### config.mk
export PLATFORM = sky130hd
export DESIGN_NAME = battery_energy_balance_meter
export DESIGN_NICKNAME = d
export VERILOG_FILES = /design/src/hdl/bebm_pkg.sv /design/src/hdl/bebm_cfg.sv /design/src/hdl/bebm_front.sv /design/src/hdl/bebm_accum.sv /design/src/hdl/battery_energy_balance_meter.sv
export SDC_FILE = /design/constraint.sdc
export NUM_CORES = 2
export LEC_CHECK = 0
export BUFFER_PORTS_ARGS = -buffer_cell sky130_fd_sc_hd__buf_2
export CAP_MARGIN = 30
export CORE_MARGIN = 3
export CORE_UTILIZATION = 58
export CTS_BUF_LIST = sky130_fd_sc_hd__clkbuf_8
export CTS_CLUSTER_DIAMETER = 40
export DETAILED_ROUTE_END_ITERATION = 6
export GPL_ROUTABILITY_DRIVEN = 0
export HOLD_SLACK_MARGIN = 0.12
export PLACE_DENSITY = 0.83
export RECOVER_POWER = 25
export SLEW_MARGIN = 20
export SYNTH_ARGS = -nofsm -noshare
export SYNTH_HDL_FRONTEND = slang
export SYNTH_SLANG_ARGS = --single-unit
### constraint.sdc
create_clock -name clk -period 12.14 [get_ports clk]
set_input_delay 1.214 -clock clk [delete_from_list [all_inputs] [get_ports clk]]
set_output_delay 1.214 -clock clk [all_outputs]
set_load 0.005 [all_outputs]
### src/hdl/bebm_pkg.sv
// Package for the battery energy balance meter.
// Shared widths, reset values, register indexes and stage types.
// No dependencies.
package bebm_pkg;

  localparam int ACC_WIDTH_DEF = 48;   // default accumulator width
  localparam int FIELD_WIDTH   = 48;   // width of energy fields on the result
  localparam int VOLT_WIDTH    = 12;
  localparam int CUR_WIDTH     = 16;
  localparam int OFFS_WIDTH    = 17;
  localparam int PROD_WIDTH    = VOLT_WIDTH + CUR_WIDTH;
  localparam int CNT_WIDTH     = 32;
  localparam int CFG_IDX_WIDTH = 3;
  localparam int CFG_DATA_WIDTH = 48;
  localparam int IN_TDATA_WIDTH  = 32;
  localparam int OUT_TDATA_WIDTH = 120;

  localparam logic [15:0] ZERO_OFFSET_RST = 16'd32810;
  localparam logic [15:0] DEAD_BAND_RST   = 16'd25;
  localparam logic [47:0] DISCH_THR_RST   = 48'd46853473745;
  localparam logic [47:0] EMPTY_THR_RST   = 48'd130149;
  localparam logic [31:0] PERIOD_RST      = 32'd14400;

  typedef enum logic [CFG_IDX_WIDTH-1:0] {
    REG_ZERO_OFFSET = 3'd0,
    REG_DEAD_BAND   = 3'd1,
    REG_DISCH_THR   = 3'd2,
    REG_EMPTY_THR   = 3'd3,
    REG_PERIOD      = 3'd4
  } cfg_reg_e;

  typedef struct packed {
    logic [15:0] zero_offset;
    logic [15:0] dead_band;
    logic [47:0] discharge_threshold;
    logic [47:0] empty_threshold;
    logic [31:0] period_samples;
  } cfg_t;

  // one sample after offset removal and multiply
  typedef struct packed {
    logic                         to_out;   // current above offset, outside dead band
    logic                         to_in;    // current below offset, outside dead band
    logic [PROD_WIDTH-1:0]        product;  // voltage * |offset|
    logic signed [OFFS_WIDTH-1:0] offs;
  } prod_item_t;

  typedef struct packed {
    logic [FIELD_WIDTH-1:0]       energy_out;
    logic [FIELD_WIDTH-1:0]       energy_in;
    logic                         discharging;
    logic signed [OFFS_WIDTH-1:0] current_offset;
    logic                         period_elapsed;
  } result_t;

endpackage

### src/hdl/bebm_cfg.sv
// Configuration register file for the battery energy balance meter.
// Depends on bebm_pkg.
module bebm_cfg (
  input  logic                                    clk,
  input  logic                                    rst,
  input  logic                                    cfg_we,
  input  logic [bebm_pkg::CFG_IDX_WIDTH-1:0]      cfg_index,
  input  logic [bebm_pkg::CFG_DATA_WIDTH-1:0]     cfg_data,
  output bebm_pkg::cfg_t                          cfg
);
  import bebm_pkg::*;

  always_ff @(posedge clk) begin
    if (rst) begin
      cfg.zero_offset         <= ZERO_OFFSET_RST;
      cfg.dead_band           <= DEAD_BAND_RST;
      cfg.discharge_threshold <= DISCH_THR_RST;
      cfg.empty_threshold     <= EMPTY_THR_RST;
      cfg.period_samples      <= PERIOD_RST;
    end else if (cfg_we) begin
      unique case (cfg_index)
        REG_ZERO_OFFSET: cfg.zero_offset         <= cfg_data[15:0];
        REG_DEAD_BAND:   cfg.dead_band           <= cfg_data[15:0];
        REG_DISCH_THR:   cfg.discharge_threshold <= cfg_data[47:0];
        REG_EMPTY_THR:   cfg.empty_threshold     <= cfg_data[47:0];
        REG_PERIOD:      cfg.period_samples      <= cfg_data[31:0];
        default: ;  // unused index, write dropped
      endcase
    end
  end

endmodule

### src/hdl/bebm_front.sv
// Offset removal, dead band and voltage * current multiply.
// Depends on bebm_pkg.
module bebm_front (
  input  logic [bebm_pkg::VOLT_WIDTH-1:0] voltage_code,
  input  logic [bebm_pkg::CUR_WIDTH-1:0]  current_code,
  input  logic [15:0]                     zero_offset,
  input  logic [15:0]                     dead_band,
  output bebm_pkg::prod_item_t            item
);
  import bebm_pkg::*;

  logic                  above;
  logic                  below;
  logic [CUR_WIDTH-1:0]  mag;
  logic                  outside;
  logic [OFFS_WIDTH-1:0] mag_ext;

  always_comb begin
    above   = current_code > zero_offset;
    below   = current_code < zero_offset;
    mag     = above ? (current_code - zero_offset) : (zero_offset - current_code);
    outside = mag > dead_band;
    mag_ext = {1'b0, mag};

    item.to_out  = above && outside;
    item.to_in   = below && outside;
    item.product = {{CUR_WIDTH{1'b0}}, voltage_code} * {{VOLT_WIDTH{1'b0}}, mag};
    if (item.to_out) begin
      item.offs = mag_ext;
    end else if (item.to_in) begin
      item.offs = -mag_ext;
    end else begin
      item.offs = '0;
    end
  end

endmodule

### src/hdl/bebm_accum.sv
// Energy accumulators, discharge flag and idle period counter.
// Depends on bebm_pkg.
module bebm_accum #(
  parameter int ACC_WIDTH = bebm_pkg::ACC_WIDTH_DEF
) (
  input  logic                 clk,
  input  logic                 rst,
  input  logic                 step,     // consume item this cycle
  input  bebm_pkg::prod_item_t item,
  input  bebm_pkg::cfg_t       cfg,
  output bebm_pkg::result_t    res       // result if item is consumed
);
  import bebm_pkg::*;

  localparam int SW = ACC_WIDTH + 1;
  localparam int CW = (ACC_WIDTH > FIELD_WIDTH) ? ACC_WIDTH : FIELD_WIDTH;

  logic [ACC_WIDTH-1:0] out_energy_acc, out_energy_acc_next;
  logic [ACC_WIDTH-1:0] in_energy_acc, in_energy_acc_next;
  logic                 discharge_flag, discharge_flag_next;
  logic [CNT_WIDTH-1:0] sample_count, sample_count_next;

  logic [SW-1:0]        sum;
  logic [ACC_WIDTH-1:0] o1, i1, i2;
  logic                 f2;
  logic [CNT_WIDTH-1:0] cnt1;
  logic                 elapsed;
  logic [CW-1:0]        o_ext, i_ext;

  always_comb begin
    cnt1 = (sample_count == '1) ? sample_count : sample_count + 1'b1;

    // saturating add into whichever side the current points to
    sum = {1'b0, (item.to_out ? out_energy_acc : in_energy_acc)} + SW'(item.product);
    o1  = out_energy_acc;
    i1  = in_energy_acc;
    if (item.to_out) begin
      o1 = sum[SW-1] ? '1 : sum[ACC_WIDTH-1:0];
    end else if (item.to_in) begin
      i1 = sum[SW-1] ? '1 : sum[ACC_WIDTH-1:0];
    end

    // start of discharge clears incoming energy
    f2 = discharge_flag;
    i2 = i1;
    if (!discharge_flag && (CW'(o1) > CW'(cfg.discharge_threshold))) begin
      f2 = 1'b1;
      i2 = '0;
    end

    // end of discharge clears outgoing energy
    discharge_flag_next = f2;
    out_energy_acc_next = o1;
    if (f2 && (i2 > o1)) begin
      discharge_flag_next = 1'b0;
      out_energy_acc_next = '0;
    end

    // idle and empty past the period: clear incoming energy
    in_energy_acc_next = i2;
    sample_count_next  = cnt1;
    elapsed            = 1'b0;
    if (!discharge_flag_next && (CW'(out_energy_acc_next) < CW'(cfg.empty_threshold)) &&
        (cnt1 > cfg.period_samples)) begin
      in_energy_acc_next = '0;
      sample_count_next  = '0;
      elapsed            = 1'b1;
    end

    o_ext = CW'(out_energy_acc_next);
    i_ext = CW'(in_energy_acc_next);
    res.energy_out     = o_ext[FIELD_WIDTH-1:0];
    res.energy_in      = i_ext[FIELD_WIDTH-1:0];
    res.discharging    = discharge_flag_next;
    res.current_offset = item.offs;
    res.period_elapsed = elapsed;
  end

  always_ff @(posedge clk) begin
    if (rst) begin
      out_energy_acc <= '0;
      in_energy_acc  <= '0;
      discharge_flag <= 1'b0;
      sample_count   <= '0;
    end else if (step) begin
      out_energy_acc <= out_energy_acc_next;
      in_energy_acc  <= in_energy_acc_next;
      discharge_flag <= discharge_flag_next;
      sample_count   <= sample_count_next;
    end
  end

endmodule

### src/hdl/battery_energy_balance_meter.sv
// Top level of the battery energy balance meter.
// Depends on bebm_pkg, bebm_cfg, bebm_front, bebm_accum.
//
// Takes one voltage/current sample pair per transfer and returns one result
// per sample: both energy accumulators, the discharge flag, the signed current
// offset and the idle-period flag. One transfer can be accepted every clock
// while m_tready keeps results moving. A sample passes three registers
// (input register, product register, result register). The input register
// loads on the input transfer edge; the sample then moves on into the product
// register and the result register, which drives m_tvalid. The multiply sits
// between the first two registers; the saturating add, the threshold compares
// and the state update sit between the product and result registers, where
// the accumulator state loops back. Each stage moves when the stage after it
// is empty or moving, so a result waiting on m_tready does not block inputs
// while earlier stages have room. Configuration registers are written
// through cfg_we/cfg_index/cfg_data and should only change while no sample is
// in flight. Energies are raw units of voltage code times current code; the
// accumulators saturate at 2^ACC_WIDTH-1 and the result fields carry their
// low 48 bits.
module battery_energy_balance_meter #(
  parameter int ACC_WIDTH = bebm_pkg::ACC_WIDTH_DEF
) (
  input  logic                                    clk,
  input  logic                                    rst,
  // input samples
  input  logic                                    s_tvalid,
  output logic                                    s_tready,
  input  logic [bebm_pkg::IN_TDATA_WIDTH-1:0]     s_tdata,  // [11:0] voltage_code,
                                                            // [27:12] current_code
  // results
  output logic                                    m_tvalid,
  input  logic                                    m_tready,
  output logic [bebm_pkg::OUT_TDATA_WIDTH-1:0]    m_tdata,  // [47:0] energy_out,
                                                            // [95:48] energy_in,
                                                            // [96] discharging,
                                                            // [113:97] current_offset,
                                                            // [114] period_elapsed
  // configuration writes
  input  logic                                    cfg_we,
  input  logic [bebm_pkg::CFG_IDX_WIDTH-1:0]      cfg_index,
  input  logic [bebm_pkg::CFG_DATA_WIDTH-1:0]     cfg_data
);
  import bebm_pkg::*;

  cfg_t cfg;

  // stage 1: input register
  logic                  v1;
  logic [VOLT_WIDTH-1:0] voltage_code;
  logic [CUR_WIDTH-1:0]  current_code;
  // stage 2: product register
  logic                  v2;
  prod_item_t            item_d, item;
  // stage 3: result register
  logic                  v3;
  result_t               res_d, res;

  logic ready1, ready2, ready3;

  // a stage can load when it is empty or its content moves on
  assign ready3   = !v3 || m_tready;
  assign ready2   = !v2 || ready3;
  assign ready1   = !v1 || ready2;
  assign s_tready = ready1;

  bebm_cfg u_cfg (
    .clk       (clk),
    .rst       (rst),
    .cfg_we    (cfg_we),
    .cfg_index (cfg_index),
    .cfg_data  (cfg_data),
    .cfg       (cfg)
  );

  bebm_front u_front (
    .voltage_code (voltage_code),
    .current_code (current_code),
    .zero_offset  (cfg.zero_offset),
    .dead_band    (cfg.dead_band),
    .item         (item_d)
  );

  // state advances only when the sample in stage 2 moves into the result register
  bebm_accum #(.ACC_WIDTH(ACC_WIDTH)) u_accum (
    .clk  (clk),
    .rst  (rst),
    .step (v2 && ready3),
    .item (item),
    .cfg  (cfg),
    .res  (res_d)
  );

  // valid bits
  always_ff @(posedge clk) begin
    if (rst) begin
      v1 <= 1'b0;
      v2 <= 1'b0;
      v3 <= 1'b0;
    end else begin
      if (ready1) v1 <= s_tvalid;
      if (ready2) v2 <= v1;
      if (ready3) v3 <= v2;
    end
  end

  // payload registers
  always_ff @(posedge clk) begin
    if (s_tvalid && ready1) begin
      voltage_code <= s_tdata[VOLT_WIDTH-1:0];
      current_code <= s_tdata[VOLT_WIDTH+CUR_WIDTH-1:VOLT_WIDTH];
    end
    if (v1 && ready2) begin
      item <= item_d;
    end
    if (v2 && ready3) begin
      res <= res_d;
    end
  end

  assign m_tvalid = v3;
  assign m_tdata  = {5'b0, res.period_elapsed, res.current_offset, res.discharging,
                     res.energy_in, res.energy_out};

endmodule
==> results.yml <==
outcome:
  run_status: "finished, violations left"
  violations: "design-rule violations, max-capacitance violations, max-slew violations"
drt:
  drtAntennaViolNets: 0
  drt_iter0_drc: 2670
  wire_per_inst_um: 19.3
  wirelength_um: 93900
  dr_total_vias: 29000
  remaining_drc_errors: 5
  viasPerCell: 5.97
  first_pass_iters: 7
placement:
  placed_cells: 4680
  port_buffers: 200
  place_hpwl_um: 67700
  post-place-ws_ns: -0.0797
cts:
  cts_buffers: 92
  cts_tree: "done"
  worstSkewPairLatency_ns: 0.72
  postCtsHoldBufs: 0
  cts.htree.levels: 3
  cts.sinks: 482
  cts-root-buf: "clkbuf_8"
  cts_buffer_depth: 3
  clk_pin_slew_ns: 0.06
worst_setup_path:
  cp-end-kind: "flop"
  worst_ep_required_time_ns: 12.57
  crit_type: "reg2reg"
  worst_r2r_endpoint: "m_tdata[66]"
  r2r_slack_ns: 0.44
  slowest_stage: "or4_1"
  crit_start: "item[46]"
  slowest_delay_ns: 0.65
  timing.rr.start: "item[46]"
  cp.arrival_ns: 12.13
  path_max_fanout: 50
  start_kind: "flop"
  crit_path_end: "m_tdata[66]"
  worstRegToRegCells: 46
sta:
  hold_ws_ns: 0.421
  setup_slack_ns: 0.442
  worst_pin_slew_ns: 3.42
  fin_crit_sh_pct: 96.4
  maxSlewViolCount: 236
  hold_viol_final: 0
  period_minus_slack_ns: 11.70
  fmax_ghz: 0.0855
  relSlewSlack_pct: -128
  setup_viol: 0
  skew_ns: 0.0509
flow_run:
  cap_viol_max_count: 4
grt:
  grt-ovfl-total: 0
  antenna_found_initial: 1
  grt_usage_pct: 30.5
  grt_first_pass_wirelength_um: 146000
  grt_pass1_vias: 27800
  grt_max_degree: 101
worst_hold_path:
  hold_depth: 0
  min_path_type: "reg2reg"
synth:
  synth-seq-cells: 482
  avgSynthCellArea_um2: 8.73
  synth_ff_type: "dfxtp_1"
  yosysWarnings: 0
  ys_seq_area_share_pct: 34.6
  syn_area_mm2: 0.0334
  async_reset_ff_share_pct: 0
  synthCells: 3825
  netlist-cell-type-count: 86
  synth-edff-count: 190
power_and_ir_drop:
  power_mw: 10.0
  leakage_nw: 16.4
  ir_worst_vdd_uv: 507
  power.density_mw_per_mm2: 267
layout:
  drive_above_1_share_pct: 13.6
  fin_nets: 4577
  multiInputGateArea_mm2: 0.0198
  instances_no_fill: 4859
  fillers: 4469
  syn_to_final_growth_pct: 12.6
  ff_latch_area_mm2: 0.0116
floorplan:
  die_w_um: 246
  die_y_um: 246
  core_region_area_mm2: 0.0567
  rows: 87
  start_util_pct: 58.8
  pin_count: 210
  die-area_mm2: 0.0605
power by group:
group | switching (mW) | internal [mW] | leakage, nW | total (mW)
registers | 0.0732 | 2.12 | 4.12 | 2.20
logic | 3.42 | 2.70 | 11.2 | 6.12
clock network | 0.755 | 0.947 | 1.08 | 1.70
cells in the mapped netlist, drive strengths merged (5+ instances only):
cell type | count | area (um^2)
mux2 | 32 | 360
a211oi | 38 | 290
o21a | 21 | 158
nor4 | 17 | 121
a21o | 63 | 473
clkbuf | 160 | 601
a31oi | 37 | 231
a221oi | 10 | 93.8
and3 | 25 | 156
o21ai | 144 | 724
ha | 318 | 3980
a2111oi | 6 | 71.3
o211ai | 56 | 420
nand3 | 63 | 320
mux2i | 15 | 150
nand2 | 612 | 2300
and4 | 14 | 123
or2 | 15 | 93.8
o31ai | 12 | 90.1
a2bb2oi | 9 | 78.8
a311oi | 7 | 61.3
dfxtp | 292 | 5850
or4 | 9 | 67.6
buf | 35 | 196
nand3b | 15 | 116
or3 | 25 | 161
a31o | 10 | 87.6
a311o | 6 | 60.1
a211o | 5 | 43.8
xnor2 | 68 | 603
xor2 | 23 | 201
fa | 143 | 2860
nand4 | 55 | 344
a22o | 44 | 385
nor2b | 76 | 475
and2 | 60 | 375
nor3 | 74 | 370
nor2 | 223 | 837
inv | 400 | 1500
edfxtp | 190 | 5710
nand2b | 18 | 113
a21oi | 320 | 1600
o21bai | 14 | 105
flip-flops by register name, summed over array words and instances, names as in the netlist:
register / count
m_tvalid: 1
u_cfg.cfg: 160
u_accum.out_energy_acc: 48
u_accum.discharge_flag: 1
u_accum.in_energy_acc: 48
m_tdata: 115
current_code: 16
v1: 1
voltage_code: 12
v2: 1
item: 47
u_accum.sample_count: 32
critical path: cells and delay by family (launching register included):
family,cells,cell delay [ns]
adder cells (fa/ha/maj),4,1.20
AO/OA/AOI/OAI,16,3.25
AND/OR/NAND/NOR,17,4.74
multiplexers,1,0.34
buffers and inverters,8,1.32
flip-flops,1,0.56
area by class of cell:
class	instances	area share, %
clock buffer	100	3.66
inverter	401	4.02
tap	756	2.52
antenna	1	0.00666
timing repair buffer	300	4.84
multi-input combinational	2751	52.7
sequential	482	30.7
clock inverter	68	1.56
layer usage:
layer / vias up / wire, um / global-route usage [%]
met5: - / 12 / 0
met4: 2 / 5770 / 17.3
met3: 363 / 8290 / 5.75
met2: 1540 / 43300 / 49.8
met1: 13500 / 36600 / 38.1
li1: 13600 / - / -
kinds of logic (layout without fill, tap and decap cells):
logic type	after synthesis	count (layout)	synth area share, %
flip-flops	482	482	34.6
other	1	6	0.0112
buffers and inverters	596	869	6.90
adder cells (fa/ha/maj)	461	461	20.5
AO/OA/AOI/OAI	832	832	15.8
XOR/XNOR	91	91	2.41
AND/OR/NAND/NOR	1315	1315	18.3
multiplexers	47	47	1.53
how the worst min path moves through the flow:
stage	start	endpoint	slack, ns
final	item[7]	m_tdata[104]	0.42
after floorplan	item[3]	m_tdata[100]	0.40
after global routing	item[7]	m_tdata[104]	0.43
after CTS	item[7]	m_tdata[104]	0.42
after detailed placement	item[7]	m_tdata[104]	0.41
after global placement	item[7]	m_tdata[104]	0.40
metrics by stage:
stage	instance area [um^2]	utilization, %	TNS (ns)
global placement	35300	62.3	0
detailed placement	35400	62.4	-0.169
CTS	37400	65.9	0
finish	37600	66.3	0
global route	37600	66.3	-0.0811
floorplan	33400	-	-0.709
timing repair:
action                     in CTS  in global routing
setup buffers                   0                  8
setup endpoints to repair       9                129
pin swaps                       0                  3
gates resized for setup         2                 42
cells in the final DEF, fill, tap and decap left out, types with 27 or more instances in the layout:
cell and count:
ha_1 318, nor3_1 64, a22o_1 44, dfxtp_1 292
nor2_1 215, o21ai_0 140, nand3_1 62, and2_1 58
edfxtp_1 190, buf_4 88, mux2_2 32, a211oi_1 27
xnor2_1 66, nor2b_1 74, a21o_1 63, fa_1 143
o211ai_1 56, a21oi_1 318, nand2_1 612, inv_1 425
nand4_1 55, a31oi_1 36, clkbuf_8 100, buf_2 197
Note: power is estimated with default switching activity, not from simulation.
